[config.mk]
export PLATFORM = sky130hd
export DESIGN_NAME = section_by_address_lookup
export DESIGN_NICKNAME = d
export VERILOG_FILES = /design/src/rtl/core/sbal_pkg.sv /design/src/rtl/core/sbal_ctrl.sv /design/src/rtl/core/sbal_dpath.sv /design/src/rtl/core/section_by_address_lookup.sv
export VERILOG_INCLUDE_DIRS = /design/src /design/src/rtl/core
export SDC_FILE = /design/constraint.sdc
export NUM_CORES = 2
export LEC_CHECK = 0
export BUFFER_PORTS_ARGS = -buffer_cell sky130_fd_sc_hd__buf_2
export CORE_MARGIN = 3
export CORE_UTILIZATION = 30
export CTS_CLUSTER_SIZE = 16
export DETAILED_ROUTE_END_ITERATION = 10
export GPL_ROUTABILITY_DRIVEN = 0
export SYNTH_ARGS = -nofsm -noshare
export SYNTH_HDL_FRONTEND = slang
export SYNTH_SLANG_ARGS = --single-unit
[constraint.sdc]
create_clock -name clk -period 18 [get_ports clk]
set_clock_uncertainty 0.05 [all_clocks]
set_input_delay 1.8 -clock clk [delete_from_list [all_inputs] [get_ports clk]]
set_output_delay 1.8 -clock clk [all_outputs]
set_load 0.02 [all_outputs]
[src/rtl/core/section_by_address_lookup_assert.svh]
// ----------------------------------------------------------------------------
// Section lookup assertion macros
// Concurrent assertion wrappers shared by the lookup RTL. They can be compiled
// out as a group.
// ----------------------------------------------------------------------------
`ifndef SECTION_BY_ADDRESS_LOOKUP_ASSERT_SVH
`define SECTION_BY_ADDRESS_LOOKUP_ASSERT_SVH

`ifndef NO_ASSERTIONS

`define SBAL_ASSERT_IMP(label, ck, rs, ante, cons, msg) \
  label: assert property (@(posedge ck) disable iff (rs) (ante) |-> (cons)) \
    else $error(msg);

`define SBAL_ASSERT_NEXT(label, ck, rs, ante, cons, msg) \
  label: assert property (@(posedge ck) disable iff (rs) (ante) |=> (cons)) \
    else $error(msg);

`else

`define SBAL_ASSERT_IMP(label, ck, rs, ante, cons, msg)

`define SBAL_ASSERT_NEXT(label, ck, rs, ante, cons, msg)

`endif

`endif

[src/rtl/core/sbal_pkg.sv]
// ----------------------------------------------------------------------------
// Section lookup package
// Shared widths, codes, payload structs and controller types.
// ----------------------------------------------------------------------------
`default_nettype none

package sbal_pkg;

  localparam int ADDR_W               = 32;
  localparam int INDEX_W              = 4;
  localparam int DEFAULT_REGION_COUNT = 16;

  // Nearest-region window: a best distance at or above this gives no result.
  localparam logic [ADDR_W-1:0] NEAR_LIMIT = 32'h0000_1000;

  localparam logic OP_LOAD  = 1'b0;
  localparam logic OP_QUERY = 1'b1;

  localparam logic [1:0] MODE_CONTAIN = 2'd0;
  localparam logic [1:0] MODE_NEAREST = 2'd1;

  typedef struct packed {
    logic              op;
    logic [INDEX_W-1:0] entry_index;
    logic [ADDR_W-1:0]  entry_offset;
    logic [ADDR_W-1:0]  entry_length;
    logic              entry_present;
    logic [ADDR_W-1:0]  query_address;
    logic [1:0]         search_mode;
  } req_t;

  typedef struct packed {
    logic              found;
    logic [INDEX_W-1:0] region_index;
  } rsp_t;

  typedef enum logic [1:0] {
    ST_IDLE,
    ST_SCAN,
    ST_FLUSH,
    ST_FINAL
  } state_t;

  typedef struct packed {
    logic load;
    logic start;
    logic issue;
    logic finish;
  } cmd_t;

  typedef struct packed {
    logic scan_last;
    logic pipe_busy;
    logic out_free;
  } sts_t;

endpackage

`default_nettype wire

[src/rtl/core/sbal_ctrl.sv]
// ----------------------------------------------------------------------------
// Section lookup controller
// Sequences loads, the slot scan, pipeline drain and the result write.
// ----------------------------------------------------------------------------
`default_nettype none

`include "section_by_address_lookup_assert.svh"

module sbal_ctrl (
  input  wire logic          clk,
  input  wire logic          rst,
  input  wire logic          req_valid,
  input  wire logic          req_op,
  output logic               req_ready,
  input  wire sbal_pkg::sts_t sts,
  output sbal_pkg::cmd_t     cmd
);

  import sbal_pkg::*;

  state_t state;
  state_t state_next;

  always_ff @(posedge clk) begin
    if (rst) begin
      state <= ST_IDLE;
    end else begin
      state <= state_next;
    end
  end

  always_comb begin
    state_next = state;
    case (state)
      ST_IDLE: begin
        if (req_valid && (req_op == OP_QUERY)) begin
          state_next = ST_SCAN;
        end
      end
      ST_SCAN: begin
        if (sts.scan_last) begin
          state_next = ST_FLUSH;
        end
      end
      ST_FLUSH: begin
        if (!sts.pipe_busy) begin
          state_next = ST_FINAL;
        end
      end
      ST_FINAL: begin
        if (sts.out_free) begin
          state_next = ST_IDLE;
        end
      end
      default: begin
        state_next = ST_IDLE;
      end
    endcase
  end

  always_comb begin
    req_ready  = 1'b0;
    cmd        = '0;
    case (state)
      ST_IDLE: begin
        req_ready = 1'b1;
        cmd.load  = req_valid && (req_op == OP_LOAD);
        cmd.start = req_valid && (req_op == OP_QUERY);
      end
      ST_SCAN: begin
        cmd.issue = 1'b1;
      end
      ST_FLUSH: begin
        cmd = '0;
      end
      ST_FINAL: begin
        cmd.finish = sts.out_free;
      end
      default: begin
        cmd = '0;
      end
    endcase
  end

  `SBAL_ASSERT_NEXT(a_query_blocks_input, clk, rst,
    req_valid && req_ready && (req_op == OP_QUERY), !req_ready,
    "input still open after a query was taken")
  `SBAL_ASSERT_IMP(a_finish_has_room, clk, rst, cmd.finish, sts.out_free,
    "result written while the output register is held")
  `SBAL_ASSERT_IMP(a_load_only_when_idle, clk, rst, cmd.load,
    req_ready && (state == ST_IDLE), "load issued outside the idle state")

endmodule

`default_nettype wire

[src/rtl/core/sbal_dpath.sv]
// ----------------------------------------------------------------------------
// Section lookup datapath
// Region store, scan pipeline with one compare and distance unit, best-match
// registers and the output register.
// ----------------------------------------------------------------------------
`default_nettype none

`include "section_by_address_lookup_assert.svh"

module sbal_dpath #(
  parameter int REGION_COUNT = sbal_pkg::DEFAULT_REGION_COUNT
) (
  input  wire logic                          clk,
  input  wire logic                          rst,
  input  wire logic                          cfg_wr_en,
  input  wire logic [sbal_pkg::ADDR_W-1:0]   cfg_wr_data,
  input  wire sbal_pkg::req_t                req,
  input  wire sbal_pkg::cmd_t                cmd,
  output sbal_pkg::sts_t                     sts,
  output logic                               rsp_valid,
  input  wire logic                          rsp_ready,
  output sbal_pkg::rsp_t                     rsp
);

  import sbal_pkg::*;

  localparam int IDX_W = (REGION_COUNT > 1) ? $clog2(REGION_COUNT) : 1;
  localparam logic [IDX_W-1:0] LAST_IDX = IDX_W'(REGION_COUNT - 1);

  logic [ADDR_W-1:0] linked_base;

  // Each word holds the start offset and the end offset (offset plus length).
  logic [2*ADDR_W-1:0] region_mem [REGION_COUNT];
  logic [REGION_COUNT-1:0] region_valid;

  logic             load_in_range;
  logic [IDX_W-1:0] wr_addr;

  logic [ADDR_W-1:0] qaddr;
  logic [1:0]        qmode;
  logic [IDX_W-1:0]  scan_idx;

  logic                v1;
  logic                pres1;
  logic [IDX_W-1:0]    idx1;
  logic [2*ADDR_W-1:0] rd_word;

  logic              v2;
  logic [IDX_W-1:0]  idx2;
  logic [ADDR_W-1:0] start2;
  logic [ADDR_W-1:0] end2;

  logic              ge_start;
  logic              lt_end;
  logic              v3;
  logic [IDX_W-1:0]  idx3;
  logic              contain3;
  logic [ADDR_W-1:0] dist3;

  logic [ADDR_W-1:0] best;
  logic              have;
  logic [IDX_W-1:0]  pick;
  logic              final_found;

  assign load_in_range = int'(req.entry_index) < REGION_COUNT;
  assign wr_addr       = IDX_W'(req.entry_index);

  always_ff @(posedge clk) begin
    if (rst) begin
      linked_base <= '0;
    end else if (cfg_wr_en) begin
      linked_base <= cfg_wr_data;
    end
  end

  always_ff @(posedge clk) begin
    if (cmd.load && load_in_range) begin
      region_mem[wr_addr] <= {req.entry_offset, req.entry_offset + req.entry_length};
    end
    rd_word <= region_mem[scan_idx];
  end

  always_ff @(posedge clk) begin
    if (rst) begin
      region_valid <= '0;
    end else if (cmd.load && load_in_range) begin
      region_valid[wr_addr] <= req.entry_present;
    end
  end

  always_ff @(posedge clk) begin
    if (cmd.start) begin
      qaddr <= req.query_address;
      qmode <= req.search_mode;
    end
  end

  always_ff @(posedge clk) begin
    if (rst) begin
      scan_idx <= '0;
    end else if (cmd.start) begin
      scan_idx <= '0;
    end else if (cmd.issue) begin
      scan_idx <= (scan_idx == LAST_IDX) ? '0 : scan_idx + 1'b1;
    end
  end

  // Stage 1: slot read.
  always_ff @(posedge clk) begin
    if (rst) begin
      v1 <= 1'b0;
    end else begin
      v1 <= cmd.issue;
    end
  end

  always_ff @(posedge clk) begin
    pres1 <= region_valid[scan_idx];
    idx1  <= scan_idx;
  end

  // Stage 2: region bounds, two independent adds.
  always_ff @(posedge clk) begin
    if (rst) begin
      v2 <= 1'b0;
    end else begin
      v2 <= v1 && pres1;
    end
  end

  always_ff @(posedge clk) begin
    idx2   <= idx1;
    start2 <= linked_base + rd_word[2*ADDR_W-1:ADDR_W];
    end2   <= linked_base + rd_word[ADDR_W-1:0];
  end

  // Stage 3: containment and distance.
  assign ge_start = qaddr >= start2;
  assign lt_end   = qaddr < end2;

  always_ff @(posedge clk) begin
    if (rst) begin
      v3 <= 1'b0;
    end else begin
      v3 <= v2;
    end
  end

  always_ff @(posedge clk) begin
    idx3     <= idx2;
    contain3 <= ge_start && lt_end;
    if (!ge_start) begin
      dist3 <= start2 - qaddr;
    end else if (lt_end) begin
      dist3 <= '0;
    end else begin
      dist3 <= qaddr - end2 + 1'b1;
    end
  end

  // Stage 4: running choice.
  always_ff @(posedge clk) begin
    if (cmd.start) begin
      best <= '1;
      have <= 1'b0;
      pick <= '0;
    end else if (v3) begin
      case (qmode)
        MODE_CONTAIN: begin
          if (contain3) begin
            have <= 1'b1;
            pick <= idx3;
          end
        end
        MODE_NEAREST: begin
          if (dist3 < best) begin
            best <= dist3;
            have <= 1'b1;
            pick <= idx3;
          end else if (dist3 == best) begin
            have <= 1'b0;
            pick <= '0;
          end
        end
        default: begin
          have <= 1'b0;
        end
      endcase
    end
  end

  assign final_found = have && !((qmode == MODE_NEAREST) && (best >= NEAR_LIMIT));

  always_ff @(posedge clk) begin
    if (rst) begin
      rsp_valid <= 1'b0;
    end else if (cmd.finish) begin
      rsp_valid <= 1'b1;
    end else if (rsp_ready) begin
      rsp_valid <= 1'b0;
    end
  end

  always_ff @(posedge clk) begin
    if (cmd.finish) begin
      rsp.found        <= final_found;
      rsp.region_index <= final_found ? INDEX_W'(pick) : '0;
    end
  end

  assign sts.scan_last = scan_idx == LAST_IDX;
  assign sts.pipe_busy = v1 || v2 || v3;
  assign sts.out_free  = !rsp_valid || rsp_ready;

  `SBAL_ASSERT_NEXT(a_start_clears_scan, clk, rst, cmd.start,
    (scan_idx == '0) && !have && (best == '1),
    "query did not restart the scan")
  `SBAL_ASSERT_IMP(a_none_has_zero_index, clk, rst, rsp_valid && !rsp.found,
    rsp.region_index == '0, "empty result carries a region index")
  `SBAL_ASSERT_NEXT(a_result_held, clk, rst, rsp_valid && !rsp_ready,
    rsp_valid && $stable(rsp), "waiting result dropped or changed")

endmodule

`default_nettype wire

[src/rtl/core/section_by_address_lookup.sv]
// Load transactions produce no result.
// A query walks every region slot through one compare and distance pipeline,
// and the controller returns to idle once its result is written; that write
// waits while an earlier result is still held in the output register.
// Synchronous reset empties all slots and sets the linked base to zero.
// ----------------------------------------------------------------------------
// Section by address lookup
// Region table with containment and nearest-region search over a linked base.
// ----------------------------------------------------------------------------
`default_nettype none

module section_by_address_lookup #(
  parameter int REGION_COUNT = sbal_pkg::DEFAULT_REGION_COUNT
) (
  input  wire logic                        clk,
  input  wire logic                        rst,
  input  wire logic                        cfg_wr_en,
  input  wire logic [sbal_pkg::ADDR_W-1:0] cfg_wr_data,
  input  wire logic                        req_valid,
  output logic                             req_ready,
  input  wire sbal_pkg::req_t              req,
  output logic                             rsp_valid,
  input  wire logic                        rsp_ready,
  output sbal_pkg::rsp_t                   rsp
);

  import sbal_pkg::*;

  // The controller and datapath meet only through these two bundles.
  cmd_t cmd;
  sts_t sts;

  // The controller accepts a transaction only while idle. A load transaction
  // writes its slot in the cycle it is accepted; a query transaction starts
  // a scan that issues one slot per cycle, waits for the pipeline to drain
  // and then writes the decision into the output register. The output
  // register holds a result until it is taken, so the input side reopens
  // even while an earlier result is still waiting.
  sbal_ctrl u_ctrl (
    .clk       (clk),
    .rst       (rst),
    .req_valid (req_valid),
    .req_op    (req.op),
    .req_ready (req_ready),
    .sts       (sts),
    .cmd       (cmd)
  );

  // The datapath holds the region store, the linked base and the scan
  // pipeline: slot read, bound computation, containment and distance, then
  // the running best choice. Region start and end are formed with 32-bit
  // wrapping arithmetic, exactly as the addresses are compared.
  sbal_dpath #(
    .REGION_COUNT (REGION_COUNT)
  ) u_dpath (
    .clk         (clk),
    .rst         (rst),
    .cfg_wr_en   (cfg_wr_en),
    .cfg_wr_data (cfg_wr_data),
    .req         (req),
    .cmd         (cmd),
    .sts         (sts),
    .rsp_valid   (rsp_valid),
    .rsp_ready   (rsp_ready),
    .rsp         (rsp)
  );

endmodule

`default_nettype wire
Word level (Yosys, flattened, before mapping)
Memories as Yosys holds them, arrays and structs flattened. A register that Yosys moved wholly into a read port is not among the register bits.
Index checks and enable logic that the tools add are counted.
{"block": "op_classes", "reduce_logical": 21, "add_sub_neg": 7, "n_mux": 29, "bitwise": 1, "n_eq_ne": 12, "order_cmp": 7}
{"op": "$add 32x32->32", "count": 3}
{"op": "$lt 32x32->1", "count": 2}
{"op": "$mux 32", "count": 2}
{"op": "$sub 32x32->32", "count": 2}
{"op": "$add 32x1->32 const B", "count": 1}
{"op": "$eq 32x32->1", "count": 1}
{"op": "$ge 32x13->1 const B", "count": 1}
{"op": "$ge 32x32->1", "count": 1}
{"op": "$bwmux 16", "count": 1}
{"op": "$mux 4", "count": 4}
{"op": "$mux 1", "count": 12}
{"op": "$lt 4x5->1 const B", "count": 2}
{"op": "$mux 2", "count": 5}
{"op": "$pmux 2 s4", "count": 1}
{"op": "$pmux 4 s2", "count": 1}
{"op": "$reduce_and 4->1", "count": 2}
{"op": "$logic_and 1x1->1", "count": 7}
{"op": "$ne 2x1->1 const B", "count": 3}
{"op": "$reduce_and 3->1", "count": 2}
{"op": "$add 4x1->4 const B", "count": 1}
{"op": "$bmux 1 s4", "count": 1}
{"op": "$demux 1 s4", "count": 1}
{"op": "$eq 2x1->1 const B", "count": 2}
{"op": "$eq 2x2->1 const B", "count": 2}
{"op": "other kinds (11)", "count": 17}
{"block": "word_totals", "in_bits": 141, "output_inout_bits": 7, "elab_cells": 101, "ff_bits": 244, "n_memories": 1, "ram_bits": 1024}
{"name": "u_dpath.region_mem", "words": 16, "word_bits": 64, "read_ports": 1, "rd_ports_with_merged_regs": 1, "write_ports": 1, "line_no": "sbal_dpath.sv:33", "rtl": "logic [2*ADDR_W-1:0] region_mem [REGION_COUNT];"}

Depth between registers and ports, before layout
{"block": "depth", "ltp_word": 5, "mapped_depth": 15, "depth_no_buf": 15}

Modules after synthesis
A second synthesis with hierarchy kept.
{"block": "hier_totals", "hier_cells": 3430, "area_unflattened_um2": 56738.2}
{"mod": "sbal_dpath", "area_per_inst_um2": 56526.7, "seq_area_each_um2": 37265.7, "instances": 1, "cells_each": 3408}
{"mod": "sbal_ctrl", "area_per_inst_um2": 211.5, "seq_area_each_um2": 40.0, "instances": 1, "cells_each": 22}

Worst setup path before layout
No wires, ideal clock.
{"block": "synth_timing", "kind": "input -> register", "startpoint": "input req[103] in the netlist's numbering", "endpoint": "register u_dpath.region_valid[0]", "path_slack_ps": 10422, "t_arrival_ps": 7400, "setup_ps": 128, "path_buffers": 1, "cell_stages": 6, "t_required_ps": 17822, "cell_sequence": "nand3b_1 or3_1 clkbuf_1 nor3_1 mux2i_1 nor2_1"}
{"block": "synth_between", "elab_chain_len": 3}
{"item": "from (decl)", "line_no": "section_by_address_lookup.sv:21", "rtl": "input wire sbal_pkg::req_t req,"}
{"item": "$not 1->1", "line_no": "sbal_ctrl.sv:67", "rtl": "cmd.load = req_valid && (req_op == OP_LOAD);"}
{"item": "$logic_and 1x1->1", "line_no": "sbal_ctrl.sv:67"}
{"item": "$mux 2", "line_no": "sbal_ctrl.sv:64", "rtl": "case (state)"}
{"item": "to (signal, indexed assignment)", "line_no": "sbal_dpath.sv:87", "rtl": "region_valid[wr_addr] <= req.entry_present;"}
{"item": "to (decl)", "line_no": "sbal_dpath.sv:34", "rtl": "logic [REGION_COUNT-1:0] region_valid;"}
Every way passes these cells.
A chain may end at the register's enable or synchronous reset.

Worst setup path in the final report
{"block": "layout_timing", "startpoint": "input req[71] in the netlist's numbering", "endpoint": "memory u_dpath.region_mem[5][29] in the netlist's numbering (data pin)"}
{"block": "layout_between", "elab_chain_len": 1}
{"item": "$add 32x32->32", "line_no": "sbal_dpath.sv:78", "rtl": "region_mem[wr_addr] <= {req.entry_offset, req.entry_offset + req.entry_length};"}
{"item": "to (decl)", "line_no": "sbal_dpath.sv:33"}
Every way passes these cells.

==> results by stage <==
Logic synthesis:
- The area share of the largest cell type after synthesis is 0.567.
- The unique cell type count in the Yosys netlist is 82.
- The net count after synthesis is 3,736.
- Averaged over all synthesized cells, the footprint is 16.8 µm².
- The commonest register cell after synthesis is sky130_fd_sc_hd__edfxtp_1.
- The total of flip-flops plus latches after synthesis is roughly 1,300.
- The number of standard cells after synthesis is between 3,000 and 4,000.
- For this run, the register share of the synthesized area comes to 0.662.
- The fraction of registers with async set/reset is 0.
- The total of warnings raised by yosys is 0.
- Of all cell types, the one taking the most synthesized area is sky130_fd_sc_hd__edfxtp_1.
- After synthesis, the cell types taking the most area are sky130_fd_sc_hd__edfxtp_1 57%, sky130_fd_sc_hd__mux4_2 13%, sky130_fd_sc_hd__dfxtp_1 9.6%.
- Counting instances in the post-synthesis netlist gives the leading cell types as 1,063 x sky130_fd_sc_hd__edfxtp_1, 325 x sky130_fd_sc_hd__mux4_2, 269 x sky130_fd_sc_hd__dfxtp_1.
- The most frequent cell after synthesis is sky130_fd_sc_hd__edfxtp_1.
- The synthesized netlist occupies a cell area of roughly 56,000 µm².
- The number of synthesized flops with an enable pin is 1,063.

Drt:
- For this block, the initial DRC count from the detailed router was 2,412.
- In this run the remaining antenna-violating nets after routing total 0.
- The routed design has 142,000 µm of wire.
- The number of detailed-routing iterations run before antenna repair is 6.
- The mean routed wirelength per cell is 22.9 µm.
- Across all layers, the routed design uses 30,400 vias.
- After detailed routing, the number of remaining DRC violations is 0.
- In the routed layout, each cell is associated on average with a via count of 4.90.

Run status:
- The run finished with clean final reports.

Floorplan:
- After floorplanning, the core was divided into 158 placement rows.
- The die height is 439 µm.
- Measured along the x axis, the die boundary spans between 400 and 500 µm.
- The initial utilization of the core area, before any placement, comes to 0.303.
- The floorplan step defined a core boundary enclosing around 190,000 µm².
- ~150 I/O pins were placed.
- The overall die area is 193,000 µm².

Final layout:
- The final cell utilization of the core is 0.351.
- The final layout contains 3,971 nets.
- The synthesis-to-layout area growth is 16.0%.
- The share of layout cells above drive strength 1 is 0.212.
- The final instance area is roughly 65,000 µm².

Worst setup path:
- In this design, the critical path's most frequently occurring cell is sky130_fd_sc_hd__o211ai_1.
- By startpoint and endpoint, the worst setup path is classified as in -> reg.
- For the worst setup path, the data required time is about 18,000 ps.
- The cell type group with the largest total delay on the critical path is compound AO/OA/AOI/OAI gates.
- The slowest cell on the critical path is sky130_fd_sc_hd__o211ai_1.
- On the worst path, the slowest cell contributes a delay of 890 ps.
- The element type at the critical path end is a flip-flop.
- Along the worst path, the maximum fanout reaches 17.
- Walking the worst path, the cells encountered are buf_2 > ha_1 > nand3_1 > o211ai_1 > or4b_1 > a41oi_1 > o21ai_0 > a21oi_2 > o31a_1 > nor2_1 > a21oi_1 > o211ai_1.
- The slack of the worst reg-to-reg path is 13,470 ps.
- Data arrives at the worst endpoint at 6010 ps.
- STA classifies the critical path startpoint as an input port.
- The worst path buffer plus inverter count is 1.

Timing:
- The worst pin sits at a relative slew slack of 0.140.
- The count of final max-slew check failures came to 0.
- Setup repair after global routing left no endpoint under its margin.
- The final setup violation count is 0.
- After routing, the total negative slack on setup checks comes to 0 ps.
- Setup slack closes at 12,360 ps.
- The number of endpoints with negative hold slack in the final report is 0.
- Derived from the worst setup path, the maximum achievable clock frequency is 177 MHz.
- The clock period minus worst slack is 5640 ps.
- The transition time of the tightest slew-check pin is 1280 ps.
- The ratio of final minimum period to clock period is 0.313.

CTS:
- The clock reaches the later pin of the worst-skew pair after roughly 770 ps.
- CTS built an H-tree with a depth of 4.
- The number of gates given a new drive strength after cts is 0.
- Counting the buffers created by CTS gives between 100 and 150.
- The clock drives 1,332 sinks.
- In this run the clock root is driven by a sky130_fd_sc_hd__clkbuf_16.
- The quantity of hold-fixing buffers added after cts is 0.
- The CTS tree is yes.
- The post-CTS clock slew at the launch and capture registers of the worst setup and hold paths is 60 ps.
- The number of buffers inserted to repair setup after CTS is 0.
- Counting along the longest clock path gives a buffer depth of 3.

Global route:
- The overflow left after global routing is 0.
- Entering global routing, the biggest net connects 134 pins.
- The first global-routing pass estimated 209,000 µm of wire.
- The number of global-route vias before repair is ~31,000.
- The initial antenna violation count is 29.
- The global routing usage summed across all routing layers is 0.146.

Pwr:
- For this design the static power due to leakage is 22.9 nW.
- The design draws 8.89 mW.
- The worst-case IR drop observed on VDD is 90.7 µV.
- The cell area power density is between 100 and 150 nW/µm².

Place:
- OpenSTA, run right after detailed placement, puts the worst setup slack at 11,560 ps.
- Port buffering added 147 buffers.
- The placed wire-length estimate after detailed placement is between 80,000 and 90,000 µm.
- The placement-stage cell area is 60,300 µm².

Worst hold path:
- The class of the most critical hold timing path is reg -> reg.

Run:
- The count of max-cap constraint violations is 0.
[layout make-up]
cell class | count | area (µm²)
fill | 17400 | 121000
sequential | 1332 | 37300
multi-input combinational | 1758 | 18200
clock buffer | 200 | 3970
tap | 2480 | 3100
timing repair buffer | 196 | 1130
clock inverter | 66 | 1030
inverter | 153 | 574
antenna | 12 | 30.0
[path summary, 6_finish.rpt]
path,cells past startpoint,start,end
max reg2reg,12,u_dpath.qaddr[0]$_DFFE_PP_,u_dpath.dist3[27]$_DFF_P_
min reg2reg,0,u_dpath.idx2[1]$_DFF_P_,u_dpath.idx3[1]$_DFF_P_
max,12,req[71],u_dpath.region_mem[5][29]$_DFFE_PP_
min,0,u_dpath.idx2[1]$_DFF_P_,u_dpath.idx3[1]$_DFF_P_
[flip-flops by register name (all words and copies together), names as in the netlist, 5 cells and up]
signal	cells
u_dpath.linked_base	32
u_dpath.qaddr	32
u_dpath.rsp	5
u_dpath.start2	32
u_dpath.region_mem	1024
u_dpath.rd_word	64
u_dpath.dist3	32
u_dpath.best	32
u_dpath.region_valid	16
u_dpath.end2	32
[layout by cell type (no fill, tap or decap), types with 14 or more instances in the layout]
cell / count
sky130_fd_sc_hd__edfxtp_1: 1063
sky130_fd_sc_hd__mux4_2: 325
sky130_fd_sc_hd__dfxtp_1: 265
sky130_fd_sc_hd__ha_1: 226
sky130_fd_sc_hd__inv_1: 152
sky130_fd_sc_hd__a21oi_1: 148
sky130_fd_sc_hd__buf_2: 147
sky130_fd_sc_hd__clkbuf_16: 144
sky130_fd_sc_hd__nor2_1: 135
sky130_fd_sc_hd__nand2_1: 131
sky130_fd_sc_hd__xnor2_1: 91
sky130_fd_sc_hd__a21o_1: 73
sky130_fd_sc_hd__o21ai_0: 73
sky130_fd_sc_hd__mux2i_1: 70
sky130_fd_sc_hd__xor2_1: 49
sky130_fd_sc_hd__buf_4: 47
sky130_fd_sc_hd__clkbuf_1: 39
sky130_fd_sc_hd__nor3_1: 28
sky130_fd_sc_hd__nand4_1: 26
sky130_fd_sc_hd__o21bai_1: 26
sky130_fd_sc_hd__nand2b_1: 25
sky130_fd_sc_hd__nand3_1: 25
sky130_fd_sc_hd__o22ai_1: 25
sky130_fd_sc_hd__nor2b_1: 24
sky130_fd_sc_hd__a31oi_1: 21
sky130_fd_sc_hd__fa_1: 20
sky130_fd_sc_hd__and3_1: 15
sky130_fd_sc_hd__clkbuf_8: 15
sky130_fd_sc_hd__bufinv_16: 15
sky130_fd_sc_hd__clkinv_2: 14
[metrics by stage]
stage | hold WS [ps] | instances
floorplan | 260 | 3349
global placement | 261 | 5919
detailed placement | 262 | 5919
CTS | 277 | 6185
global route | 281 | 6186
finish | 277 | 6197
[cells by family after synthesis]
| logic type | after synthesis | share of synthesized area |
|---|---|---|
| flip-flops | 1332 | 0.662 |
| AO/OA/AOI/OAI | 499 | 0.0584 |
| AND/OR/NAND/NOR | 477 | 0.0404 |
| multiplexers | 396 | 0.143 |
| buffers and inverters | 259 | 0.0173 |
| adder cells (fa/ha/maj) | 246 | 0.0573 |
| XOR/XNOR | 140 | 0.0218 |
[worst reg2reg max path: stages, from the launching register on]
cell and delay [ps]:
sky130_fd_sc_hd__edfxtp_1 440, sky130_fd_sc_hd__ha_1 200, sky130_fd_sc_hd__inv_1 50, sky130_fd_sc_hd__fa_1 410
sky130_fd_sc_hd__a211oi_1 310, sky130_fd_sc_hd__o21ai_0 190, sky130_fd_sc_hd__o2111ai_1 200, sky130_fd_sc_hd__nand2_1 90
sky130_fd_sc_hd__a21oi_1 340, sky130_fd_sc_hd__o211a_1 320, sky130_fd_sc_hd__or2_2 530, sky130_fd_sc_hd__nand2_1 670
sky130_fd_sc_hd__o32ai_1 530
[metal layers]
metal,vias up,routed length [µm],track usage,share of wire
met1,15700,60600,0.190,0.43
li1,13700,-,-,-
met4,12,2920,0.0400,0.021
met5,-,94,0,0.00066
met3,185,7080,0.0273,0.050
met2,751,71100,0.250,0.50
[power by group]
group | internal [mW] | leakage (nW) | switching [mW]
clock network | 1.79 | 2.40 | 1.24
logic | 0.932 | 8.71 | 1.20
registers | 3.60 | 11.8 | 0.129
Power figures use the tool's default switching activity.
